## config.mk

```make
export PLATFORM = sky130hd
export DESIGN_NAME = multi_rate_blink_pwm_scheduler_unit
export DESIGN_NICKNAME = d
export VERILOG_FILES = /design/src/hdl/mrbps_pkg.sv /design/src/hdl/multi_rate_blink_pwm_scheduler_unit.sv
export SDC_FILE = /design/constraint.sdc
export NUM_CORES = 1
export LEC_CHECK = 0
export BUFFER_PORTS_ARGS = -buffer_cell sky130_fd_sc_hd__buf_2
export CORE_MARGIN = 4
export CORE_UTILIZATION = 49
export CTS_CLUSTER_DIAMETER = 120
export CTS_CLUSTER_SIZE = 16
export DETAILED_ROUTE_END_ITERATION = 16
export PLACE_DENSITY = 0.66
export SLEW_MARGIN = 15
export SYNTH_ARGS = -nofsm -noshare
export SYNTH_HDL_FRONTEND = slang
export SYNTH_SLANG_ARGS = --single-unit
```

## constraint.sdc

```tcl
create_clock -name clk -period 5.1 [get_ports clk]
set_input_delay 0.255 -clock clk [delete_from_list [all_inputs] [get_ports clk]]
set_output_delay 0.255 -clock clk [all_outputs]
set_load 0.02 [all_outputs]
```

## src/hdl/mrbps_pkg.sv

```systemverilog
`timescale 1ns / 1ps

package mrbps_pkg;

  // Field widths fixed by the register map
  localparam int PERIOD_BITS  = 16;
  localparam int STEP_BITS    = 8;
  localparam int DIGIT_BITS   = 4;
  localparam int CFG_IDX_BITS = 3;
  localparam int CFG_DATA_BITS = 16;
  localparam int NUM_TASKS    = 4;

  // Default PWM resolution
  localparam int DUTY_BITS_DEFAULT = 8;

  // Register reset values
  localparam logic [PERIOD_BITS-1:0] BLINK_PERIOD_RST  = 16'd500;
  localparam logic [PERIOD_BITS-1:0] BUZZER_PERIOD_RST = 16'd150;
  localparam logic [PERIOD_BITS-1:0] DIGIT_PERIOD_RST  = 16'd1000;
  localparam logic [PERIOD_BITS-1:0] SCAN_PERIOD_RST   = 16'd200;
  localparam logic [STEP_BITS-1:0]   STEP_RST          = 8'd17;

  // Last digit before wrapping back to zero
  localparam logic [DIGIT_BITS-1:0] DIGIT_LAST = 4'd9;

  // Register indexes on the configuration port
  typedef enum logic [CFG_IDX_BITS-1:0] {
    REG_BLINK_PERIOD  = 3'd0,
    REG_BUZZER_PERIOD = 3'd1,
    REG_DIGIT_PERIOD  = 3'd2,
    REG_SCAN_PERIOD   = 3'd3,
    REG_STEP          = 3'd4
  } cfg_reg_t;

  // Slots of the period counter bank
  typedef enum logic [1:0] {
    TASK_BLINK  = 2'd0,
    TASK_BUZZER = 2'd1,
    TASK_DIGIT  = 2'd2,
    TASK_SCAN   = 2'd3
  } task_t;

endpackage

```

## src/hdl/multi_rate_blink_pwm_scheduler_unit.sv

```systemverilog
`timescale 1ns / 1ps

// Multi-rate blink / buzzer / digit / brightness scheduler.
//
// Input channel (in_valid / in_stall): one word per millisecond tick,
// carrying the sampled up_pressed and down_pressed button levels.
// Output channel (out_valid / out_stall): one word per tick with the PWM
// duty (brightness while lit, else zero), lit flag, buzzer flag, digit and
// stored brightness level, all as they stand after that tick.
// Configuration channel (cfg_valid / cfg_ready): index and data for the
// four task periods and the brightness step; always ready. The user is to
// write them only while no tick is in flight; the block does not enforce it.
//
// Each accepted tick's word is registered in the output or skid register.
// Throughput is one tick per cycle, set by the single register stage of
// counters and flags; a skid register behind the output register lets one
// more tick in while the receiver stalls, after which in_stall rises.
// Reset loads default periods, clears counters, lights the LED, sets the
// brightness to half scale and empties both output registers.

module multi_rate_blink_pwm_scheduler_unit
  import mrbps_pkg::*;
#(
  parameter int DUTY_BITS = DUTY_BITS_DEFAULT
) (
  input  logic                     clk,
  input  logic                     rst,
  // tick input
  input  logic                     in_valid,
  output logic                     in_stall,
  input  logic                     up_pressed,
  input  logic                     down_pressed,
  // result output
  output logic                     out_valid,
  input  logic                     out_stall,
  output logic [DUTY_BITS-1:0]     led_duty,
  output logic                     led_lit,
  output logic                     buzzer,
  output logic [DIGIT_BITS-1:0]    digit,
  output logic [DUTY_BITS-1:0]     level,
  // configuration writes
  input  logic                     cfg_valid,
  output logic                     cfg_ready,
  input  logic [CFG_IDX_BITS-1:0]  cfg_index,
  input  logic [CFG_DATA_BITS-1:0] cfg_data
);

  localparam int SAT_BITS = ((DUTY_BITS > STEP_BITS) ? DUTY_BITS : STEP_BITS) + 1;
  localparam logic [DUTY_BITS-1:0] DUTY_MAX   = {DUTY_BITS{1'b1}};
  localparam logic [DUTY_BITS-1:0] BRIGHT_RST = DUTY_BITS'(1) << (DUTY_BITS - 1);

  // Configuration registers
  logic [PERIOD_BITS-1:0] period [NUM_TASKS];
  logic [STEP_BITS-1:0]   step_size;

  // Task state
  logic [PERIOD_BITS-1:0] count [NUM_TASKS];
  logic                   lit_flag;
  logic                   buzz_flag;
  logic [DIGIT_BITS-1:0]  shown_digit;
  logic [DUTY_BITS-1:0]   brightness;
  logic                   up_last;
  logic                   down_last;

  // Next-state logic
  logic [PERIOD_BITS-1:0] count_next [NUM_TASKS];
  logic [NUM_TASKS-1:0]   fire;
  logic [PERIOD_BITS:0]   count_inc [NUM_TASKS];
  logic                   lit_next;
  logic                   buzz_next;
  logic [DIGIT_BITS-1:0]  digit_next;
  logic [DUTY_BITS-1:0]   bright_up;
  logic [DUTY_BITS-1:0]   brightness_next;
  logic [SAT_BITS-1:0]    up_sum;
  logic [SAT_BITS-1:0]    down_diff;
  logic [SAT_BITS-1:0]    step_ext;
  logic [SAT_BITS-1:0]    bright_up_ext;
  logic                   up_fresh;
  logic                   down_fresh;
  logic [DUTY_BITS-1:0]   duty_next;

  // Output and skid registers
  logic                   skid_valid;
  logic [DUTY_BITS-1:0]   skid_duty;
  logic                   skid_lit;
  logic                   skid_buzz;
  logic [DIGIT_BITS-1:0]  skid_digit;
  logic [DUTY_BITS-1:0]   skid_level;

  logic                   accept;
  logic                   drain;

  assign cfg_ready = 1'b1;
  assign in_stall  = skid_valid;
  assign accept    = in_valid && !in_stall;
  assign drain     = out_valid && !out_stall;

  // Write configuration registers
  always_ff @(posedge clk) begin
    if (rst) begin
      period[TASK_BLINK]  <= BLINK_PERIOD_RST;
      period[TASK_BUZZER] <= BUZZER_PERIOD_RST;
      period[TASK_DIGIT]  <= DIGIT_PERIOD_RST;
      period[TASK_SCAN]   <= SCAN_PERIOD_RST;
      step_size           <= STEP_RST;
    end else if (cfg_valid && cfg_ready) begin
      case (cfg_reg_t'(cfg_index))
        REG_BLINK_PERIOD:  period[TASK_BLINK]  <= cfg_data;
        REG_BUZZER_PERIOD: period[TASK_BUZZER] <= cfg_data;
        REG_DIGIT_PERIOD:  period[TASK_DIGIT]  <= cfg_data;
        REG_SCAN_PERIOD:   period[TASK_SCAN]   <= cfg_data;
        REG_STEP:          step_size           <= cfg_data[STEP_BITS-1:0];
        default: ;
      endcase
    end
  end

  // Advance period counters; fire and restart once the period is reached
  always_comb begin
    for (int i = 0; i < NUM_TASKS; i++) begin
      count_inc[i] = {1'b0, count[i]} + (PERIOD_BITS + 1)'(1);
      fire[i]      = count_inc[i] >= {1'b0, period[i]};
      count_next[i] = fire[i] ? '0 : count_inc[i][PERIOD_BITS-1:0];
    end
  end

  // Toggle flags and step the digit
  always_comb begin
    lit_next   = fire[TASK_BLINK]  ? !lit_flag  : lit_flag;
    buzz_next  = fire[TASK_BUZZER] ? !buzz_flag : buzz_flag;
    digit_next = shown_digit;
    if (fire[TASK_DIGIT]) begin
      digit_next = (shown_digit == DIGIT_LAST) ? '0 : shown_digit + DIGIT_BITS'(1);
    end
  end

  // Step brightness on fresh presses, up first, saturating at both ends
  always_comb begin
    up_fresh      = fire[TASK_SCAN] && up_pressed && !up_last;
    down_fresh    = fire[TASK_SCAN] && down_pressed && !down_last;
    step_ext      = SAT_BITS'(step_size);
    up_sum        = SAT_BITS'(brightness) + step_ext;
    bright_up     = brightness;
    if (up_fresh) begin
      bright_up = (up_sum > SAT_BITS'(DUTY_MAX)) ? DUTY_MAX : up_sum[DUTY_BITS-1:0];
    end
    bright_up_ext   = SAT_BITS'(bright_up);
    down_diff       = bright_up_ext - step_ext;
    brightness_next = bright_up;
    if (down_fresh) begin
      brightness_next = (bright_up_ext >= step_ext) ? down_diff[DUTY_BITS-1:0] : '0;
    end
    duty_next = lit_next ? brightness_next : '0;
  end

  // Update task state on each accepted tick
  always_ff @(posedge clk) begin
    if (rst) begin
      for (int i = 0; i < NUM_TASKS; i++) begin
        count[i] <= '0;
      end
      lit_flag    <= 1'b1;
      buzz_flag   <= 1'b0;
      shown_digit <= '0;
      brightness  <= BRIGHT_RST;
      up_last     <= 1'b0;
      down_last   <= 1'b0;
    end else if (accept) begin
      for (int i = 0; i < NUM_TASKS; i++) begin
        count[i] <= count_next[i];
      end
      lit_flag    <= lit_next;
      buzz_flag   <= buzz_next;
      shown_digit <= digit_next;
      brightness  <= brightness_next;
      if (fire[TASK_SCAN]) begin
        up_last   <= up_pressed;
        down_last <= down_pressed;
      end
    end
  end

  // Output register with skid: load from skid first, else from the new word
  always_ff @(posedge clk) begin
    if (rst) begin
      out_valid  <= 1'b0;
      skid_valid <= 1'b0;
    end else if (!out_valid || drain) begin
      out_valid  <= skid_valid || accept;
      skid_valid <= 1'b0;
    end else if (accept) begin
      skid_valid <= 1'b1;
    end
  end

  // Move payloads; no reset needed
  always_ff @(posedge clk) begin
    if (!out_valid || drain) begin
      if (skid_valid) begin
        led_duty  <= skid_duty;
        led_lit   <= skid_lit;
        buzzer    <= skid_buzz;
        digit     <= skid_digit;
        level     <= skid_level;
      end else if (accept) begin
        led_duty  <= duty_next;
        led_lit   <= lit_next;
        buzzer    <= buzz_next;
        digit     <= digit_next;
        level     <= brightness_next;
      end
    end else if (accept) begin
      skid_duty  <= duty_next;
      skid_lit   <= lit_next;
      skid_buzz  <= buzz_next;
      skid_digit <= digit_next;
      skid_level <= brightness_next;
    end
  end

  // The skid holds a word only behind a full, stalled output register
  a_skid_behind_out: assert property (@(posedge clk) disable iff (rst)
    in_stall |-> out_valid)
    else $error("skid holds a word while the output register is empty");

  // A dark LED drives no duty
  a_dark_zero_duty: assert property (@(posedge clk) disable iff (rst)
    (out_valid && !led_lit) |-> (led_duty == '0))
    else $error("nonzero duty while LED is dark");

  // Duty equals the level while lit
  a_lit_duty_level: assert property (@(posedge clk) disable iff (rst)
    (out_valid && led_lit) |-> (led_duty == level))
    else $error("duty differs from level while lit");

  // The displayed digit stays decimal
  a_digit_decimal: assert property (@(posedge clk) disable iff (rst)
    out_valid |-> (digit <= DIGIT_LAST))
    else $error("digit out of decimal range");

  // Reset empties both output registers
  a_reset_empty: assert property (@(posedge clk)
    rst |=> (!out_valid && !in_stall))
    else $error("output not empty after reset");

endmodule
```

---- Word level (Yosys, flattened, before mapping) ----
Memory sizes are Yosys's and may differ from the RTL's.
Cells that the tools add are included.
storage, ports and cells
  bits in registers ....................... 70
  bits of input ports ..................... 26
  memories kept ........................... 2
  bits in writable memories ............... 128
  word-level logic and storage cells ...... 122
  output and inout bits ................... 25
operators by class
  reductions and logical operators ........ 22
  eq/ne operators ......................... 5
  multiplexer cells ....................... 52
  order comparisons ....................... 6
  bitwise operators ....................... 9
  $add $sub $neg .......................... 7
memory list
  memory  words  width  rd ports  clocked after memory_dff  write ports  line                                       RTL
  count   4      16     4         0                         4            multi_rate_blink_pwm_scheduler_unit.sv:57  logic [PERIOD_BITS-1:0] count [NUM_TASKS];
  period  4      16     4         0                         4            multi_rate_blink_pwm_scheduler_unit.sv:53  logic [PERIOD_BITS-1:0] period [NUM_TASKS];
operators by type and width
  kind                                                            number
  two-way mux 16 bit                                              12
  two-way mux 8 bit                                               9
  adder 16 x 1 -> 17 bit (second input constant)                  4
  greater-or-equal comparator 17 x 16 -> 1 bit                    4
  two-way mux 1 bit                                               27
  two-way mux 4 bit                                               4
  adder 8 x 8 -> 9 bit                                            1
  greater-than comparator 9 x 8 -> 1 bit (second input constant)  1
  greater-or-equal comparator 8 bit                               1
  OR 1 bit                                                        8
  AND reduction 2 bit                                             4
  subtractor 8 bit                                                1
  logical NOT 1 bit                                               7
  == test 3 x 2 -> 1 bit (second input constant)                  2
  logical AND 1 bit                                               6
  adder 4 x 1 -> 4 bit (second input constant)                    1
  == test 4 bit (second input constant)                           1
  == test 3 x 1 -> 1 bit (second input constant)                  1
  == test 3 bit (second input constant)                           1
  logical NOT 3 bit                                               1
  logical OR 1 bit                                                2
  nonzero test 2 bit                                              1
  OR reduction 2 bit                                              1
  NOT 1 bit                                                       1

---- Longest topological paths before layout ----
Gate-level depths: netlist of run 1.
An unclocked memory read counts as a cell.
  depth in word-level cells ............... 12
  depth in mapped cells ................... 22
  depth with buffers taken out ............ 21

---- Worst setup path before layout of run 1 ----
No wires, ideal clock.
  path kind ............................... flip-flop to flip-flop
  start ................................... memory count[3][2]
  end ..................................... register level[6], data pin
  cell stages (with the launch flop) ...... 22
  slack ................................... 0.122 ns
  library setup time ...................... 0.130 ns
  clock period less this slack ............ 4.978 ns
  path buffers ............................ 0
  data required time ...................... 4.970 ns
  arrival time ............................ 4.848 ns
  path through ............................ edfxtp_1 -> and4_4 -> and2_1 -> nand2_1 -> nor2_1 -> nand4_1 -> xnor2_1 -> ha_1 -> a21oi_1 -> a21oi_1 -> a311oi_4 -> o211a_4 -> nor4b_2 -> or2_2 -> ha_1 -> fa_1 -> o21ai_1 -> a211oi_1 -> a311oi_1 -> nand3_1 -> o31ai_4 -> mux2_2
RTL lines
  what                  line                                        RTL
  start, declared       multi_rate_blink_pwm_scheduler_unit.sv:57
  end signal, assigned  multi_rate_blink_pwm_scheduler_unit.sv:204  level <= skid_level;
  end signal, assigned  multi_rate_blink_pwm_scheduler_unit.sv:210  level <= brightness_next;
  end, declared         multi_rate_blink_pwm_scheduler_unit.sv:40   output logic [DUTY_BITS-1:0] level,

==> reports/results.txt, run 1 <==
The sequential fraction of design power is 0.478, and the power after layout is 4.11 mW. The count of buffers added on input and output ports is 49. Summed over all layers, the routed wires come to 25800 um. Internal reg-to-reg setup slack: 240 ps.

Startpoint of the most critical register-to-register path: count[3][5]. The leakage power figure is 5.33 nW, and the clock network power share is 0.336. In this run the worst setup path begins at count[3][5].

From bottom edge to top edge, the die measures 161 um. The data arrival at the endpoint of the critical path was 5130 ps. The proportion of total power due to net switching is 0.283.

The detailed placer's ending HPWL was 18600 um; the worst endpoint required time was 5370 ps. The first detailed-routing pass took 4 iterations. Total vias in the final route: 7864.

The share of async-settable or async-resettable flops after synthesis is 0. The number of enable-type register cells in the synthesized netlist was 172; the effective utilization at floorplan was 0.502. Biggest area consumer among synthesized cells: edfxtp_1.

The tools report the maximum vdd ir drop as 0.231 mV. After detailed routing, the number of remaining DRC violations is 0. Global-route wire length before repair: 41800 um. For the sequential fraction of the synthesis area, the log shows 0.496. TritonCTS built the clock tree. The endpoint of the worst setup timing path is led_duty[7]. The via count of the first global-routing pass came out at 7922. Derived from the worst setup path, the maximum achievable clock frequency is 0.206 GHz. STA classifies the critical path startpoint as a flip-flop. For the part of the total power dissipated in combinational logic, the log shows 0.186. The average wire per cell in the routed design works out to 17.7 um. The worst hold path belongs to the class in2reg. The run gives 0.0115 mm2 as the synthesized cell area. The run gives 4 as the CTS H-tree depth.

Sorting the synthesized cells by area gives the leading types as edfxtp_1 45%, ha_1 9.2%, dfxtp_1 4.5%. The worst register-to-register path ends at led_duty[7]. For the pin with the worst max-slew slack, the measured transition is 828 ps. The net count of the finished layout is 1240. The post-route fraction of the period consumed by the critical path is 0.954, and the die boundary width is 161 um. In this run the core area contains 55 standard-cell rows. The run gives 2027 as the number of fill cells.

The area overhead of the layout relative to synthesis is 14.0%. Summed over all failing endpoints, the final setup total negative slack is 0 ps. The distinct cell type count after synthesis was 70. Along the worst path, the maximum fanout reaches 5.

The largest net degree at the start of global routing was 58; the power density over cell area was 314 mW/mm2. For this design, the sink count on the clock tree is 198. Number of antenna violations at the first check in global routing: 0. The floorplan step defined a die boundary enclosing 0.0259 mm2.

The first routing iteration left 417 violations. Cell internal power was estimated by the tool at 2.94 mW. A synthesized cell averages 11.0 um2. After clock tree synthesis, the flow added hold-fix buffers numbering 0. After technology mapping, the gate count stands at 1038. The repair_antennas step left the layout with diodes totalling 0. The area share of the leading cell type in the synthesized netlist works out to 0.451. No sink is reached through more buffers than the 2 on the longest clock path. The final estimated routing congestion in global placement is 0.898, and the remaining number of nets flagged by the antenna check after routing is 0. The clock latency on the worst-skew pair was 440 ps.

Summed over all nets, the switching power comes to 1.16 mW. Aggregate global routing overflow: 0. Global-route usage over all layers: 0.205.

The setup clock skew after layout was 13.5 ps; the total CTS buffers was 17. The register bit total from synthesis is 198, and the number of failing hold endpoints at the final stage is 0. The headroom to the max-slew limit was 0.448; the total setup violations reported at the end of the flow was 0. Clock tree synthesis selected as its root buffer the cell clkbuf_16. For this design the top-level I/O count stands at 51. The depth of the worst register-to-register path is 23. The mean number of vias per cell came out at 5.41. Setup repair after global routing left no endpoint under its margin. The flow ran to the end, and the final reports show no timing, DRC or antenna violations. The primary flip-flop cell chosen by synthesis mapping is edfxtp_1. The run gives 0 as the total of warnings raised by yosys.

Counting every net in the synthesized netlist gives 1150. The floorplan step defined a core boundary enclosing 0.0228 mm2. The shortest period the worst path allows is 4860 ps, and the max-cap check violation count is 0.

The run gives 0 as the final max-slew violation count. By startpoint and endpoint, the worst setup path is classified as reg2reg. The tools report the critical path endpoint category as a flip-flop. After clock tree synthesis, the clock-pin slew on the worst setup and hold paths is 80 ps.

The fraction of final layout cells sized beyond drive strength 1 works out to 0.162.
[cell usage in the layout, fill, tap and decap left out, types with 11 or more instances in the layout]
cell	Yosys	layout
and3_1	22	22
xor2_1	23	23
nand3_1	38	38
clkbuf_16	0	19
nand2b_1	32	32
nand4_1	21	21
xnor2_1	44	43
a21oi_1	42	41
buf_2	0	49
o21ai_0	18	16
nor2b_1	61	61
nand2_1	68	66
nor2_1	67	64
and2_1	58	57
and4_1	11	11
buf_4	1	43
ha_1	84	83
dfxtp_1	26	26
o21a_1	13	13
inv_1	83	83
edfxtp_1	172	172
[sequential cells by signal, summed over array words and instances, names as in the netlist, 4 cells and up]
signal,cells
count,64
period,64
brightness,8
led_duty,8
level,8
skid_duty,8
skid_level,8
step_size,8
digit,4
shown_digit,4
skid_digit,4
[worst min-delay path by stage]
stage | startpoint | to | slack, ps | cells after the start
CTS | up_pressed | up_last | 60 | 3
floorplan | cfg_data[0] | step_size[0] | 380 | 2
detailed placement | down_last | down_last | 460 | 2
global route | down_pressed | down_last | 80 | 3
finish | down_pressed | down_last | 80 | 3
global placement | down_last | down_last | 440 | 2
[routing by layer]
layer  track usage  up-vias  share of wire
met5             0        -              0
li1              -     3900              -
met1         0.266     3798           0.45
met4        0.0585        0          0.020
met2         0.354      131           0.50
met3        0.0344       35          0.030
[timing repair]
item	CTS	global route
cloned	0	0
setup buffers	2	3
pin swaps	1	11
gates resized for setup	2	15
hold endpoints to repair	0	0
setup endpoints to repair	40	40
[power groups by stage]
stage	clock, mW	combinational (mW)	sequential (mW)
after floorplan	0	0.485	2.01
after global placement	0	0.722	2.00
after detailed placement	0	0.732	2.00
after CTS	1.41	0.749	1.96
after global routing	1.48	0.847	1.97
final	1.38	0.764	1.96
[stage by stage]
stage | hold slack (ps) | setup WS [ps] | utilization | area, um2 | std cells
6_report | 77.9 | 235 | 0.572 | 13100 | 1454
5_1_grt | 84.2 | 23.3 | 0.572 | 13100 | 1454
4_1_cts | 63.6 | 5.91 | 0.567 | 13000 | 1451
3_5_place_dp | 455 | -204 | 0.540 | 12300 | 1417
3_3_place_gp | 439 | -111 | 0.540 | 12300 | 1417
2_1_floorplan | 379 | 122 | - | 11500 | 1038
[logic make-up after synthesis]
| family | after synthesis | share of synthesized area |
|---|---|---|
| multiplexers | 14 | 0.0144 |
| flip-flops | 198 | 0.496 |
| other | 1 | 0.000327 |
| adder cells (fa/ha/maj) | 86 | 0.0952 |
| XOR/XNOR | 67 | 0.0512 |
| AO/OA/AOI/OAI | 154 | 0.110 |
| buffers and inverters | 107 | 0.0360 |
| AND/OR/NAND/NOR | 411 | 0.197 |
[cell usage after synthesis, types with 3 or more instances]
master,count
edfxtp_1,172
ha_1,84
inv_1,83
nand2_1,68
nor2_1,67
nor2b_1,61
and2_1,58
xnor2_1,44
a21oi_1,42
nand3_1,38
nand2b_1,32
dfxtp_1,26
xor2_1,23
and3_1,22
nand4_1,21
clkbuf_1,19
o21ai_0,18
o21a_1,13
and4_1,11
nor3_1,11
a211oi_1,10
a21o_1,10
mux2_2,8
o211a_1,7
o31ai_1,7
nor4_1,6
o32ai_4,6
a21oi_4,4
a31oi_1,4
and4_4,4
o211ai_1,4
mux2_4,3
mux2i_1,3
o21ai_1,3
or3_1,3
[area by class of cell]
cell class                      instances  area (um2)  area share
Clock buffer                           22         507      0.0388
Clock inverter                         10         100     0.00766
Inverter                               85         319      0.0244
Multi-Input combinational cell        733        5480       0.420
Sequential cell                       198        5690       0.435
Tap cell                              313         392      0.0300
Timing Repair Buffer                   93         579      0.0443
[critical path: stages, from the launching register on]
cell and delay (ps):
edfxtp_1 370, and4_4 230, and2_4 150, nand2_1 80, nor2_4 140, nand4_1 170
xnor2_2 190, ha_1 320, a21oi_1 140, a21oi_1 110, a311oi_4 300, o211a_4 270
nor4b_2 70, or2_2 300, ha_2 200, fa_2 360, o21ai_2 180, a211oi_2 120
buf_4 160, a31oi_1 180, a41o_1 210, o211ai_1 90, buf_4 160, o31ai_2 220
(Power assumes the default switching activity.)
==> run 2, diff against run 1 <==
--- a/config.mk
+++ b/config.mk
@@ -11,7 +11,7 @@
 export CTS_CLUSTER_DIAMETER = 120
 export CTS_CLUSTER_SIZE = 16
 export DETAILED_ROUTE_END_ITERATION = 16
-export PLACE_DENSITY = 0.66
+export PLACE_DENSITY = 0.79
 export SLEW_MARGIN = 15
 export SYNTH_ARGS = -nofsm -noshare
 export SYNTH_HDL_FRONTEND = slang
==> run 2 against run 1 <==
- flip-flop and latch count did not move
- cell count is 0.21% lower
- clock skew up 3.1 ps
- clock power increased by 11%
- global-route usage decreased by 0.94 points
- core utilization up 0.28 points
- combinational power rose by 3.0%
- highest routed layer unchanged
- non-clock buffer count down 4
- via count increased by 3.8%
==> reports/results.txt, run 2 (synthesized netlist as in run 1, its figures left out) <==
The flow ran to the end, and the final reports show no timing, DRC or antenna violations. After clock tree synthesis, the flow added hold-fix buffers numbering 0. For this design the total switching power over the nets is 1.17 mW.

The clock tree synthesis step divided the H-tree into 4 levels. TritonCTS built the clock tree. The startpoint of the most critical register-to-register path was count[3][5]. The logs give 25500 um for the post-detailed-routing wire length and 0 for the aggregate global routing overflow. The first routing iteration left 499 violations. Overall power consumption after layout is estimated at 4.28 mW. Max-cap violations in this run came to 0.

The placed instance area was 0.0123 mm2; the total CTS buffers was 17. Data on the critical path arrives at its endpoint at 5250 ps. The tools report the endpoint of the worst register-to-register path as level[5].

The clock net in this run drives a total of 198 sinks. The pre-CTS setup slack came out at -141 ps. Dividing the detail-routed wire length by the instance count gives 17.5 um. The maximum vdd ir drop is 0.248 mV, and the mean number of vias per cell is 5.62. The number of antenna violations at the first check in global routing is 0. The headroom to the max-slew limit is 0.286, and the maximum clock path buffer count is 2.

The commonest non-fill, non-tap cell in the layout is edfxtp_1. Of all nets on the critical path, the largest fanout is 6. The remaining number of nets flagged by the antenna check after routing was 0; the number of cells traversed by the worst hold path was 3. The detailed router placed 8159 vias in this run. Total of buffers placed on input and output ports: 49. The logs give 0 for the number of failing hold endpoints at the final stage and 0.0131 mm2 for the post-route standard cell area excluding fillers.

The logs give 158 ps for the setup slack of the critical path after layout and 0.502 for the effective utilization at floorplan. During I/O placement, the number of pins put on the boundary was 51. The final estimated routing congestion in global placement was 0.951; the total iterations of the first detailed-routing run was 5. The net count of the finished layout is 1237. The floorplan has 55 rows. Post-route fraction of the period consumed by the critical path: 0.969. For this design the ratio of total power to cell area is 326 mW/mm2. The die covers 0.0259 mm2. For the final database, setup skew stands at 16.6 ps. Clock network power share: 0.358.

The proportion of total power due to net switching works out to 0.273. The first global-routing pass estimated 40700 um of wire. Internal power comes to 3.11 mW. Once layout is complete, the cells apart from fillers number 1451. Shortest period the worst path allows: 4940 ps.

Fraction of final layout cells sized beyond drive strength 1: 0.160. The area overhead of the layout relative to synthesis came out at 14.6%. 0 antenna diodes ended up in the layout.

The overall die height was 161 um. Buffer type at the clock tree root: clkbuf_16. Measured in cells, the most critical reg-to-reg path has a length of 22. Once placement completed, the tool counted placed cells totaling 1410. The achievable frequency is 0.202 GHz, and the sequential fraction of design power is 0.458.

The worst setup path category is reg2reg. Leaving out fill and tap cells, the most frequent cells in the layout are 172 x edfxtp_1, 83 x inv_1, 83 x ha_1. Critical path endpoint category: a flip-flop. The tools report the global-route usage over all layers as 0.195. For the via count of the first global-routing pass, the log shows 8110. The largest registers in the layout are count x64, period x64.

The start point of the worst min-delay path is down_pressed. The worst setup path is launched from a flip-flop. Path category of the worst min-delay check: in2reg.

The number of remaining DRC errors was 0; the total setup violations reported at the end of the flow was 0. The path with the worst hold slack has its endpoint at down_last. Detailed placement ended at an HPWL of 17800 um. The final max-slew violation count is 0. After clock tree synthesis, the clock-pin slew on the worst setup and hold paths is 80 ps. The part of the total power dissipated in combinational logic is 0.184. From left edge to right edge, the die measures 161 um.

Hold is met by 101 ps. The later pin in the worst-skew pair is clocked with a latency of 450 ps. The logs give 160 ps for the internal reg-to-reg setup slack and 0.575 for the final core area utilization. The slew at the pin closest to its max-slew limit was 1060 ps.

Setup TNS: 0 ps. The area of the core region came out at 0.0228 mm2. For the worst setup path, the data required time is 5410 ps. The analysis attributes to cell leakage a power of 5.36 nW. Entering global routing, the biggest net connects 65 pins.
[run 2: cell types whose count changed in the layout (fill, tap and decap cells not counted), sizes merged]
| cell | before | now |
|---|---|---|
| o211ai | 5 | 6 |
| clkbuf | 22 | 17 |
| clkinvlp | 2 | 0 |
| buf | 93 | 89 |
| clkinv | 2 | 5 |
| inv | 91 | 90 |
| bufinv | 0 | 5 |
[run 2: per-layer routing]
metal	track usage	up-vias	wire length [um]
met5	0	-	0
met1	0.247	4014	10700
met4	0.0648	0	591
li1	-	3900	-
met2	0.341	194	13000
met3	0.0334	51	1110
[run 2: layout make-up]
type                    count  area (um2)
flip-flops and latches    198        5690
repair buffers             89         549
fillers                  1890        9720
multi-input cells         734        5520
well taps                 313         392
clock inverters            15         244
clock buffers              17         425
inverters                  85         319
[run 2: power groups by stage]
stage	Combinational [mW]	Sequential (mW)	Clock (mW)
4_1_cts	0.738	1.96	1.54
3_5_place_dp	0.728	2.00	0
5_1_grt	0.860	1.98	1.62
3_3_place_gp	0.704	1.99	0
2_1_floorplan	0.485	2.01	0
6_report	0.787	1.96	1.53
[run 2: what timing repair did]
item / in CTS / in global routing
setup endpoints to repair: 39 / 40
setup buffers: 1 / 7
pin swaps: 1 / 11
gates resized for setup: 1 / 21
cloned: 0 / 1
[run 2: how the worst max path moves through the flow]
stage	start	to	slack [ps]	cells after the start
final	count[3][5]	level[5]	160	22
after floorplan	count[3][2]	level[6]	120	21
after detailed placement	count[3][5]	level[2]	-140	21
after global placement	count[3][4]	level[2]	7	21
after global routing	count[3][2]	level[5]	-40	22
after CTS	count[3][5]	level[7]	40	23
[run 2: worst max-delay path: stages (launching register included)]
cell and delay [ps]:
edfxtp_1 370, and4_4 220, and2_1 150, nand2_1 90, nor2_4 150, and3_1 180
xor2_1 180, ha_1 280, nand3_1 90, nor2_1 60, o21ai_1 370, o211a_4 270
nor4b_4 60, or2_2 320, ha_2 210, fa_2 400, o21ai_4 180, a211oi_4 80
buf_4 150, a311oi_4 390, nand2_8 140, o32ai_4 200, mux2_2 220
